<file path="config.mk">
export PLATFORM = sky130hd
export DESIGN_NAME = three_level_priority_queue_unit
export DESIGN_NICKNAME = d
export VERILOG_FILES = /design/src/hw/rtl/tlpq_pkg.sv /design/src/hw/rtl/three_level_priority_queue_unit.sv /design/src/hw/rtl/tlpq_cell.sv
export SDC_FILE = /design/constraint.sdc
export NUM_CORES = 1
export LEC_CHECK = 0
export ABC_AREA = 0
export ABC_CLOCK_PERIOD_IN_PS = 10550
export BUFFER_PORTS_ARGS = -buffer_cell sky130_fd_sc_hd__buf_2
export CORE_ASPECT_RATIO = 1.4
export CORE_MARGIN = 1
export CORE_UTILIZATION = 67
export DETAILED_ROUTE_END_ITERATION = 8
export PLACE_DENSITY = 0.85
export RECOVER_POWER = 100
export SLEW_MARGIN = 20
export SYNTH_ARGS = -nofsm -noshare
export SYNTH_HDL_FRONTEND = slang
export SYNTH_SLANG_ARGS = --single-unit
</file>
<file path="constraint.sdc">
create_clock -name clk -period 10.55 [get_ports clk]
set_input_delay 1.055 -clock clk [delete_from_list [all_inputs] [get_ports clk]]
set_output_delay 1.055 -clock clk [all_outputs]
set_load 0.02 [all_outputs]
</file>
<file path="src/hw/rtl/tlpq_pkg.sv">
// Package for the three-level priority queue: sizes, codes and transaction types.
// No dependencies; every other file in hw/rtl imports it.
`default_nettype none

package tlpq_pkg;

	localparam int DEPTH        = 16;
	localparam int PAYLOAD_BITS = 16;
	localparam int CNT_W        = $clog2(DEPTH + 1);

	localparam logic OP_PUT  = 1'b0;
	localparam logic OP_TAKE = 1'b1;

	localparam logic [1:0] LVL_LOW    = 2'd0;
	localparam logic [1:0] LVL_NORMAL = 2'd1;
	localparam logic [1:0] LVL_HIGH   = 2'd2;

	localparam logic [1:0] ST_DONE  = 2'd0;
	localparam logic [1:0] ST_EMPTY = 2'd1;
	localparam logic [1:0] ST_FULL  = 2'd2;

	typedef struct packed {
		logic        op;
		logic [15:0] payload;
		logic [1:0]  level;
	} req_t;

	typedef struct packed {
		logic [15:0] out_payload;
		logic [1:0]  out_level;
		logic [1:0]  status;
		logic        now_empty;
		logic [4:0]  stored_count;
	} rsp_t;

	typedef struct packed {
		logic [PAYLOAD_BITS-1:0] payload;
		logic [1:0]              level;
	} entry_t;

	// broadcast from the control to every cell
	typedef struct packed {
		logic       put;
		logic       take;
		logic [1:0] best_lvl;
		entry_t     new_ent;
	} cell_ctl_t;

endpackage

`default_nettype wire

</file>
<file path="src/hw/rtl/three_level_priority_queue_unit.sv">
// Three-level strict-priority queue: control, result register and the cell row.
// Depends on tlpq_pkg and tlpq_cell.
// A transaction accepted in IDLE passes through SCAN and EXEC before its result is registered.
// One transaction at a time: the next request is taken only once the result has left the
//   output register, so a stalled result also holds off new requests.
// Reset (arst_n low, asynchronous): queue empty, all cells invalid, no result pending.
// Cell contents are not reset; only cells marked used are ever read.
`default_nettype none

module three_level_priority_queue_unit (
	input  wire                clk,
	input  wire                arst_n,
	input  wire                req_valid,
	output logic               req_stall,
	input  tlpq_pkg::req_t     req,
	output logic               rsp_valid,
	input  wire                rsp_stall,
	output tlpq_pkg::rsp_t     rsp
);
	import tlpq_pkg::*;

	// Sequencer: IDLE takes a request, SCAN finds the highest level present,
	// EXEC updates the cell row and builds the result, OUT holds it until taken.
	typedef enum logic [3:0] {
		S_IDLE = 4'b0001,
		S_SCAN = 4'b0010,
		S_EXEC = 4'b0100,
		S_OUT  = 4'b1000
	} state_t;

	state_t          state_q;
	req_t            req_q;
	logic [1:0]      best_lvl_q;
	logic [CNT_W-1:0] count_q;
	rsp_t            rsp_q;

	cell_ctl_t       ctl;
	logic [1:0]      put_lvl;
	logic            full;
	logic            empty;
	logic            do_put;
	logic            do_take;
	logic [2:0]      present;
	logic [1:0]      best_lvl;
	entry_t          taken_ent;
	logic [CNT_W-1:0] count_nxt;

	// per-cell chain signals
	logic [DEPTH-1:0] used;
	logic [DEPTH:0]   pick;
	logic [2:0]       lvl_present [DEPTH];
	entry_t           ent_hit     [DEPTH];
	entry_t           ent_fwd     [DEPTH];

	assign req_stall = (state_q != S_IDLE);
	assign rsp_valid = (state_q == S_OUT);
	assign rsp       = rsp_q;

	// level code 3 is treated as high
	assign put_lvl = (req_q.level > LVL_HIGH) ? LVL_HIGH : req_q.level;
	assign full    = (count_q == CNT_W'(DEPTH));
	assign empty   = (count_q == '0);
	assign do_put  = (state_q == S_EXEC) && (req_q.op == OP_PUT) && !full;
	assign do_take = (state_q == S_EXEC) && (req_q.op == OP_TAKE) && !empty;

	assign ctl.put             = do_put;
	assign ctl.take            = do_take;
	assign ctl.best_lvl        = best_lvl_q;
	assign ctl.new_ent.payload = req_q.payload[PAYLOAD_BITS-1:0];
	assign ctl.new_ent.level   = put_lvl;

	// OR of the level flags of all used cells, and the selected hit entry
	always_comb begin
		present   = '0;
		taken_ent = '0;
		for (int i = 0; i < DEPTH; i++) begin
			present   = present | lvl_present[i];
			taken_ent = taken_ent | ent_hit[i];
		end
	end

	always_comb begin
		priority if (present[2]) begin
			best_lvl = LVL_HIGH;
		end else if (present[1]) begin
			best_lvl = LVL_NORMAL;
		end else begin
			best_lvl = LVL_LOW;
		end
	end

	always_comb begin
		count_nxt = count_q;
		if (do_put) begin
			count_nxt = count_q + CNT_W'(1);
		end else if (do_take) begin
			count_nxt = count_q - CNT_W'(1);
		end
	end

	// Cell row, cell 0 oldest. pick ripples from old to young; the first
	// cell at the best level is the one removed.
	assign pick[0] = 1'b0;

	for (genvar g = 0; g < DEPTH; g++) begin : g_cell
		logic   prev_used_w;
		logic   nxt_used_w;
		entry_t nxt_ent_w;

		if (g == 0) begin : g_first
			assign prev_used_w = 1'b1;
		end else begin : g_mid
			assign prev_used_w = used[g-1];
		end

		if (g == DEPTH - 1) begin : g_last
			assign nxt_used_w = 1'b0;
			assign nxt_ent_w  = '0;
		end else begin : g_fwd
			assign nxt_used_w = used[g+1];
			assign nxt_ent_w  = ent_fwd[g+1];
		end

		// every cell exposes its contents to its older neighbor for the shift
		tlpq_cell u_cell (
			.clk         (clk),
			.arst_n      (arst_n),
			.ctl         (ctl),
			.prev_used   (prev_used_w),
			.nxt_ent     (nxt_ent_w),
			.nxt_used    (nxt_used_w),
			.pick_in     (pick[g]),
			.pick_out    (pick[g+1]),
			.used        (used[g]),
			.lvl_present (lvl_present[g]),
			.hit_ent     (ent_hit[g]),
			.ent         (ent_fwd[g])
		);
	end

	always_ff @(posedge clk or negedge arst_n) begin
		if (!arst_n) begin
			state_q <= S_IDLE;
			count_q <= '0;
		end else begin
			unique case (state_q)
				S_IDLE: begin
					if (req_valid) begin
						state_q <= S_SCAN;
					end
				end
				S_SCAN: begin
					state_q <= S_EXEC;
				end
				S_EXEC: begin
					state_q <= S_OUT;
					count_q <= count_nxt;
				end
				S_OUT: begin
					if (!rsp_stall) begin
						state_q <= S_IDLE;
					end
				end
				default: begin
					state_q <= S_IDLE;
				end
			endcase
		end
	end

	// payload registers
	always_ff @(posedge clk) begin
		if (state_q == S_IDLE && req_valid) begin
			req_q <= req;
		end
		if (state_q == S_SCAN) begin
			best_lvl_q <= best_lvl;
		end
		if (state_q == S_EXEC) begin
			rsp_q.out_payload  <= do_take ? 16'(taken_ent.payload) : 16'd0;
			rsp_q.out_level    <= do_take ? taken_ent.level : LVL_LOW;
			if (req_q.op == OP_PUT) begin
				rsp_q.status <= full ? ST_FULL : ST_DONE;
			end else begin
				rsp_q.status <= empty ? ST_EMPTY : ST_DONE;
			end
			rsp_q.now_empty    <= (count_nxt == '0);
			rsp_q.stored_count <= 5'(count_nxt);
		end
	end

endmodule

`default_nettype wire

</file>
<file path="src/hw/rtl/tlpq_cell.sv">
// One age-ordered storage cell of the priority queue shift array.
// Depends on tlpq_pkg.
`default_nettype none

module tlpq_cell (
	input  wire                   clk,
	input  wire                   arst_n,
	input  tlpq_pkg::cell_ctl_t   ctl,
	input  wire                   prev_used,
	input  tlpq_pkg::entry_t      nxt_ent,
	input  wire                   nxt_used,
	input  wire                   pick_in,
	output logic                  pick_out,
	output logic                  used,
	output logic [2:0]            lvl_present,
	output tlpq_pkg::entry_t      hit_ent,
	output tlpq_pkg::entry_t      ent
);
	import tlpq_pkg::*;

	entry_t ent_q;
	logic   used_q;
	logic   match;
	logic   load_new;
	logic   shift_in;

	assign match    = used_q && (ent_q.level == ctl.best_lvl);
	assign pick_out = pick_in | match;
	// first empty cell behind the used ones takes the new entry
	assign load_new = ctl.put && !used_q && prev_used;
	// the picked cell and all younger ones move down by one
	assign shift_in = ctl.take && pick_out;

	assign used    = used_q;
	assign hit_ent = (match && !pick_in) ? ent_q : '0;
	// contents offered to the older neighbor for the shift
	assign ent     = ent_q;

	always_comb begin
		lvl_present = '0;
		if (used_q) begin
			unique case (ent_q.level)
				LVL_LOW:    lvl_present[0] = 1'b1;
				LVL_NORMAL: lvl_present[1] = 1'b1;
				default:    lvl_present[2] = 1'b1;
			endcase
		end
	end

	always_ff @(posedge clk or negedge arst_n) begin
		if (!arst_n) begin
			used_q <= 1'b0;
		end else if (shift_in) begin
			used_q <= nxt_used;
		end else if (load_new) begin
			used_q <= 1'b1;
		end
	end

	always_ff @(posedge clk) begin
		if (shift_in) begin
			ent_q <= nxt_ent;
		end else if (load_new) begin
			ent_q <= ctl.new_ent;
		end
	end

endmodule

`default_nettype wire

</file>
# == After elaboration in Yosys (flattened, before gate mapping) ==
# Index checks and enable logic that the tools add are counted.
# word_totals
output_inout_bits,28
input_bits,23
register_bits,360
elab_cells,467
# op_classes
add_sub_neg,2
magnitude_cmp,1
n_bitwise,46
n_reduce_logical,167
mux,152
eq_ne,40
# ops
operator,count
$mux 18,46
$or 18x18->18,15
$logic_and 1x1->1,83
$mux 1,82
$mux 3,16
$or 3x3->3,15
$logic_not 1->1,33
$eq 2x1->1 const B,16
$eq 2x2->1,16
$logic_not 2->1,16
$reduce_bool 2->1,16
$reduce_or 2->1,16
$pmux 4 s4,1
$or 1x1->1,15
$logic_not 5->1,2
$mux 5,2
$mux 4,2
$mux 2,3
$add 5x1->5 const B,1
$eq 5x5->1 const B,1
$sub 5x1->5 const B,1
$eq 4x1->1 const B,1
$eq 4x2->1 const B,1
$eq 4x3->1 const B,1
6 further kinds,7

# == Logic depth before layout (Yosys ltp) ==
# depth
ltp_word,20
ltp_mapped,12
depth_no_buf,9

# == By module ==
# A second synthesis with hierarchy kept.
# unflattened
cells_unflattened,3166
hier_area_um2,28852.7
# modules_own_cells
module,seq_area_each_um2,area_per_inst_um2,cells_each,n_inst
tlpq_cell,565.5,1622.8,182,16
three_level_priority_queue_unit,1637.8,2887.8,254,1

# == Worst setup path after synthesis ==
# Ideal clock, no wire load.
# synth_path
kind,register to register
startpoint,register state_q[1]
endpoint,register g_cell[8].u_cell.ent_q (netlist bit g_cell[8].u_cell.ent[0]) (enable)
path_stages_with_launch,7
path_slack_ns,6.272
synth_period_minus_slack_ns,4.278
arrival_ns,3.860
setup_ns,0.418
n_path_buf,2
required_ns,10.132
path_cell_list,dfrtp_1 nor4b_4 and3b_1 clkbuf_1 clkbuf_1 nand2_1 o21ai_0
# synth_via
elab_chain_cells,6
elab_cells_between_ends,9
classes_between,1 x eq/ne; 8 x reduce/logical
# synth_rtl
item,line_no,text
start: declaration,three_level_priority_queue_unit.sv:31,state_t state_q;
start signal: assignment,three_level_priority_queue_unit.sv:143,state_q <= S_IDLE;
start signal: assignment,three_level_priority_queue_unit.sv:149,state_q <= S_SCAN;
start signal: assignment,three_level_priority_queue_unit.sv:153,state_q <= S_EXEC;
$eq 4x3->1 (*),"three_level_priority_queue_unit.sv:63, three_level_priority_queue_unit.sv:64",
$logic_and 1x1->1 (2 in series),three_level_priority_queue_unit.sv:63,assign do_put = (state_q == S_EXEC) && (req_q.op == OP_PUT) && !full;
$logic_and 1x1->1 (2 in series),tlpq_cell.sv:30,assign load_new = ctl.put && !used_q && prev_used;
$reduce_bool 2->1 (no line) (*),n/a,
end signal: assignment,tlpq_cell.sv:62,ent_q <= nxt_ent;
end signal: assignment,tlpq_cell.sv:64,ent_q <= ctl.new_ent;
end: declaration,tlpq_cell.sv:21,entry_t ent_q;
# Every way passes the cells marked *; elsewhere a longest branch is shown, timed or not.
# A chain may end at the register's enable or synchronous reset.

# == Worst setup path in the final report ==
# layout_path
startpoint,register state_q[1]
endpoint,register g_cell[6].u_cell.ent_q (netlist bit g_cell[6].u_cell.ent[14]) (enable)
# layout_via
elab_chain_cells,6
elab_cells_between_ends,9
classes_between,1 x eq/ne; 8 x reduce/logical
# layout_rtl
item,line_no
$eq 4x3->1 (*),"three_level_priority_queue_unit.sv:63, three_level_priority_queue_unit.sv:64"
$logic_and 1x1->1 (2 in series),three_level_priority_queue_unit.sv:63
$logic_and 1x1->1 (2 in series),tlpq_cell.sv:30
$reduce_bool 2->1 (no line) (*),n/a
end signal: assignment,tlpq_cell.sv:62
end signal: assignment,tlpq_cell.sv:64
end: declaration,tlpq_cell.sv:21
# Marked as above.

==> results_dict.tcl <==
set metrics [dict create \
    synth_top_area_cell "edfxtp_1" \
    cp.required_ps 10670 \
    cts_tree "yes" \
    wl_um 52200 \
    first_pass_iters 6 \
    grt_overflow 0 \
    hold_start "g_cell[15].u_cell.ent[14]$_SDFFE_PP0P_" \
    post_cts_buffers 0 \
    placementRows 70 \
    syn_area_per_cell_sq_um 13.4 \
    grt_max_degree 41 \
    synth_area_leaders "edfxtp_1, mux2_2, dfrtp_1, a21oi_1, dfxtp_1" \
    worstReg2RegStart "state_q[1]$_DFFE_PN0P_" \
    hp-class "register to register" \
    period_needed_ps 6880 \
    power_w 0.00375 \
    synth_cells 1346 \
    arrival_ps 7000 \
    skew_ps 16.7 \
    setup_violations 0 \
    whs_path_depth 2 \
    crit_type "register to register" \
    end_kind "register" \
    grt_pass1_wl_um 77700 \
    finalCritPeriodShare 0.652 \
    leakagePower_nw 6.31 \
    slew_violations 469 \
    start_kind "register" \
    cts_buffers 36 \
    layout-drive-gt1-share 0.258 \
    first_iter_violations 1308 \
    status "complete, but fails checks" \
    cts_resized 0 \
    synth-seq-cells 360 \
    busiest_layer "met2" \
    rr_worst_depth 7 \
    place_congestion 0.940 \
    route.detailed.drc 0 \
    portBuffers 50 \
    start_util 0.685 \
    die_y_um 196 \
    fin_nets 1374 \
    async_reset_ff_frac 0.0694 \
    vias 12700 \
    worst-path-max-fanout 40 \
    grtUsageMet2 0.661 \
    syn_to_final_growth_pct 7.17 \
    grt_usage 0.388 \
    die-area_sq_um 27500 \
    worst_pin_slew_ps 3250 \
    cts-hold-fix-buffers 0 \
    cellPowerDensity_nw_per_um2 195 \
    final_util 0.734 \
    grt_use_met3 0.0622 \
    ys_seq_area_frac 0.584 \
    synth_fp_nets 1371 \
    hold_viol 0 \
    drv_cap 21 \
    ys.flop_type "edfxtp_1" \
    whs_endpoint "g_cell[15].u_cell.ent[14]$_SDFFE_PP0P_" \
    violations "capacitance limit, slew limit" \
    rsz0062_at_grt "no" \
    ir_drop_v 0.000162 \
    vias_per_cell 7.46 \
    dp_hpwl_um 34400 \
    synth_edf_count 317 \
    clk_latency_ps 530 \
    core_area_sq_um 26300 \
    routedWlPerCell_um 30.8 \
    met1_usage 0.438 \
    yosysWarnings 0 \
    r2r_setup_slack_ps 3670 \
    syn_area_sq_um 18000 \
    die_w_um 141 \
    slew_headroom -1.19 \
    synth_top_area_share 0.529 \
    antennaDiodeCount 0 \
    antenna_found_initial 1 \
    antenna_left 0 \
    fmax_mhz 145 \
    ys_types 81 \
    h-tree-depth 2 \
    cts-root-buf "clkbuf_16" \
    clk_pin_slew_ps 60 \
    reg2reg_to "g_cell[6].u_cell.ent[14]$_DFFE_PP_" \
    max-clock-path-buffers 3 \
    cts_sinks 360 \
    grt_pass1_vias 12400 \
    ios 51 \
    setup-tns-final_ps 0 \
]
[layout by cell type (no fill, tap or decap), drive strengths merged, types with 14 or more instances in the layout]
| cell | count |
|---|---|
| edfxtp | 317 |
| mux2 | 258 |
| nand2 | 88 |
| clkbuf | 87 |
| a21oi | 86 |
| nor2 | 60 |
| and3 | 38 |
| xnor2 | 34 |
| a221oi | 34 |
| buf | 33 |
| o21ai | 32 |
| nand3 | 31 |
| nor3 | 28 |
| dfrtp | 24 |
| a31oi | 21 |
| dfxtp | 18 |
| a22o | 16 |
| clkinv | 14 |
[flip-flops by register name (all words and copies together) (netlist names)]
register and count:
g_cell.u_cell.ent 288, rsp 26, ctl 16, g_cell.u_cell.used 16, count_q 5, state_q 4, req_q 3, best_lvl_q 2
[metrics by stage]
step	setup slack [ps]	instances	hold WS (ps)	cell area (sq um)
detailed placement	6510	1635	470	18400
global route	3380	1699	496	19300
finish	3670	1699	481	19300
floorplan	6270	1346	446	18000
CTS	6470	1699	479	19600
global placement	6540	1635	457	18400
[layout make-up]
class,count,area [sq um]
Fill cell,1726,6990
Tap cell,324,405
Timing Repair Buffer,76,357
Clock buffer,44,982
Clock inverter,20,186
Multi-Input combinational cell,865,6810
Inverter,10,37.5
Sequential cell,360,10500
[power breakdown]
| part | total, W | internal, W | switching, W |
|---|---|---|---|
| clock | 0.00130 | 0.000740 | 0.000559 |
| sequential | 0.00182 | 0.00168 | 0.000138 |
| combinational | 0.000636 | 0.000279 | 0.000357 |
[synthesized netlist by cell type (9+ instances only)]
cell type,instances
nand3_1,30
dfxtp_1,18
dfrtp_1,24
o21ai_0,30
nor2_1,54
mux2_4,15
a22o_1,16
and3_1,37
clkbuf_1,53
nor3_1,22
buf_6,10
a21oi_1,86
inv_1,10
a31oi_1,20
xnor2_1,34
a221oi_1,29
a2111oi_0,13
nand2_1,88
nand3b_1,9
edfxtp_1,317
a221o_1,13
nand4_1,9
buf_2,39
mux2_2,238
[metal layers]
metal	part of all wire	vias to the layer above
li1	-	5239
met1	0.33	6233
met2	0.50	929
met3	0.084	272
met4	0.090	2
met5	0.00023	-
[critical path, stage by stage (launching register included)]
cell,delay (ps)
dfrtp_1,440
nor4b_4,280
clkbuf_1,1580
nand2_1,180
or2_2,350
clkbuf_1,900
a21oi_1,1890
o21bai_1,830
[cell families after synthesis]
logic type | after synthesis | synth area share
multiplexers | 259 | 0.165
buffers and inverters | 121 | 0.0339
flip-flops | 360 | 0.584
adder cells (fa/ha/maj) | 2 | 0.00139
XOR/XNOR | 38 | 0.0185
AND/OR/NAND/NOR | 307 | 0.0962
AO/OA/AOI/OAI | 259 | 0.101
[worst max path at each step]
stage / cells past startpoint / to / slack [ps] / startpoint
floorplan: 6 / g_cell[8].u_cell.ent[0]$_DFFE_PP_ / 6270 / state_q[1]$_DFFE_PN0P_
global placement: 9 / g_cell[8].u_cell.ent[5]$_DFFE_PP_ / 6540 / best_lvl_q[1]$_SDFFCE_PP1P_
detailed placement: 9 / g_cell[8].u_cell.ent[4]$_DFFE_PP_ / 6510 / best_lvl_q[1]$_SDFFCE_PP1P_
CTS: 9 / g_cell[8].u_cell.ent[7]$_DFFE_PP_ / 6470 / best_lvl_q[1]$_SDFFCE_PP1P_
global route: 7 / g_cell[6].u_cell.ent[6]$_DFFE_PP_ / 3380 / state_q[1]$_DFFE_PN0P_
finish: 7 / g_cell[6].u_cell.ent[14]$_DFFE_PP_ / 3670 / state_q[1]$_DFFE_PN0P_
Note: power is estimated with default switching activity, not from simulation.
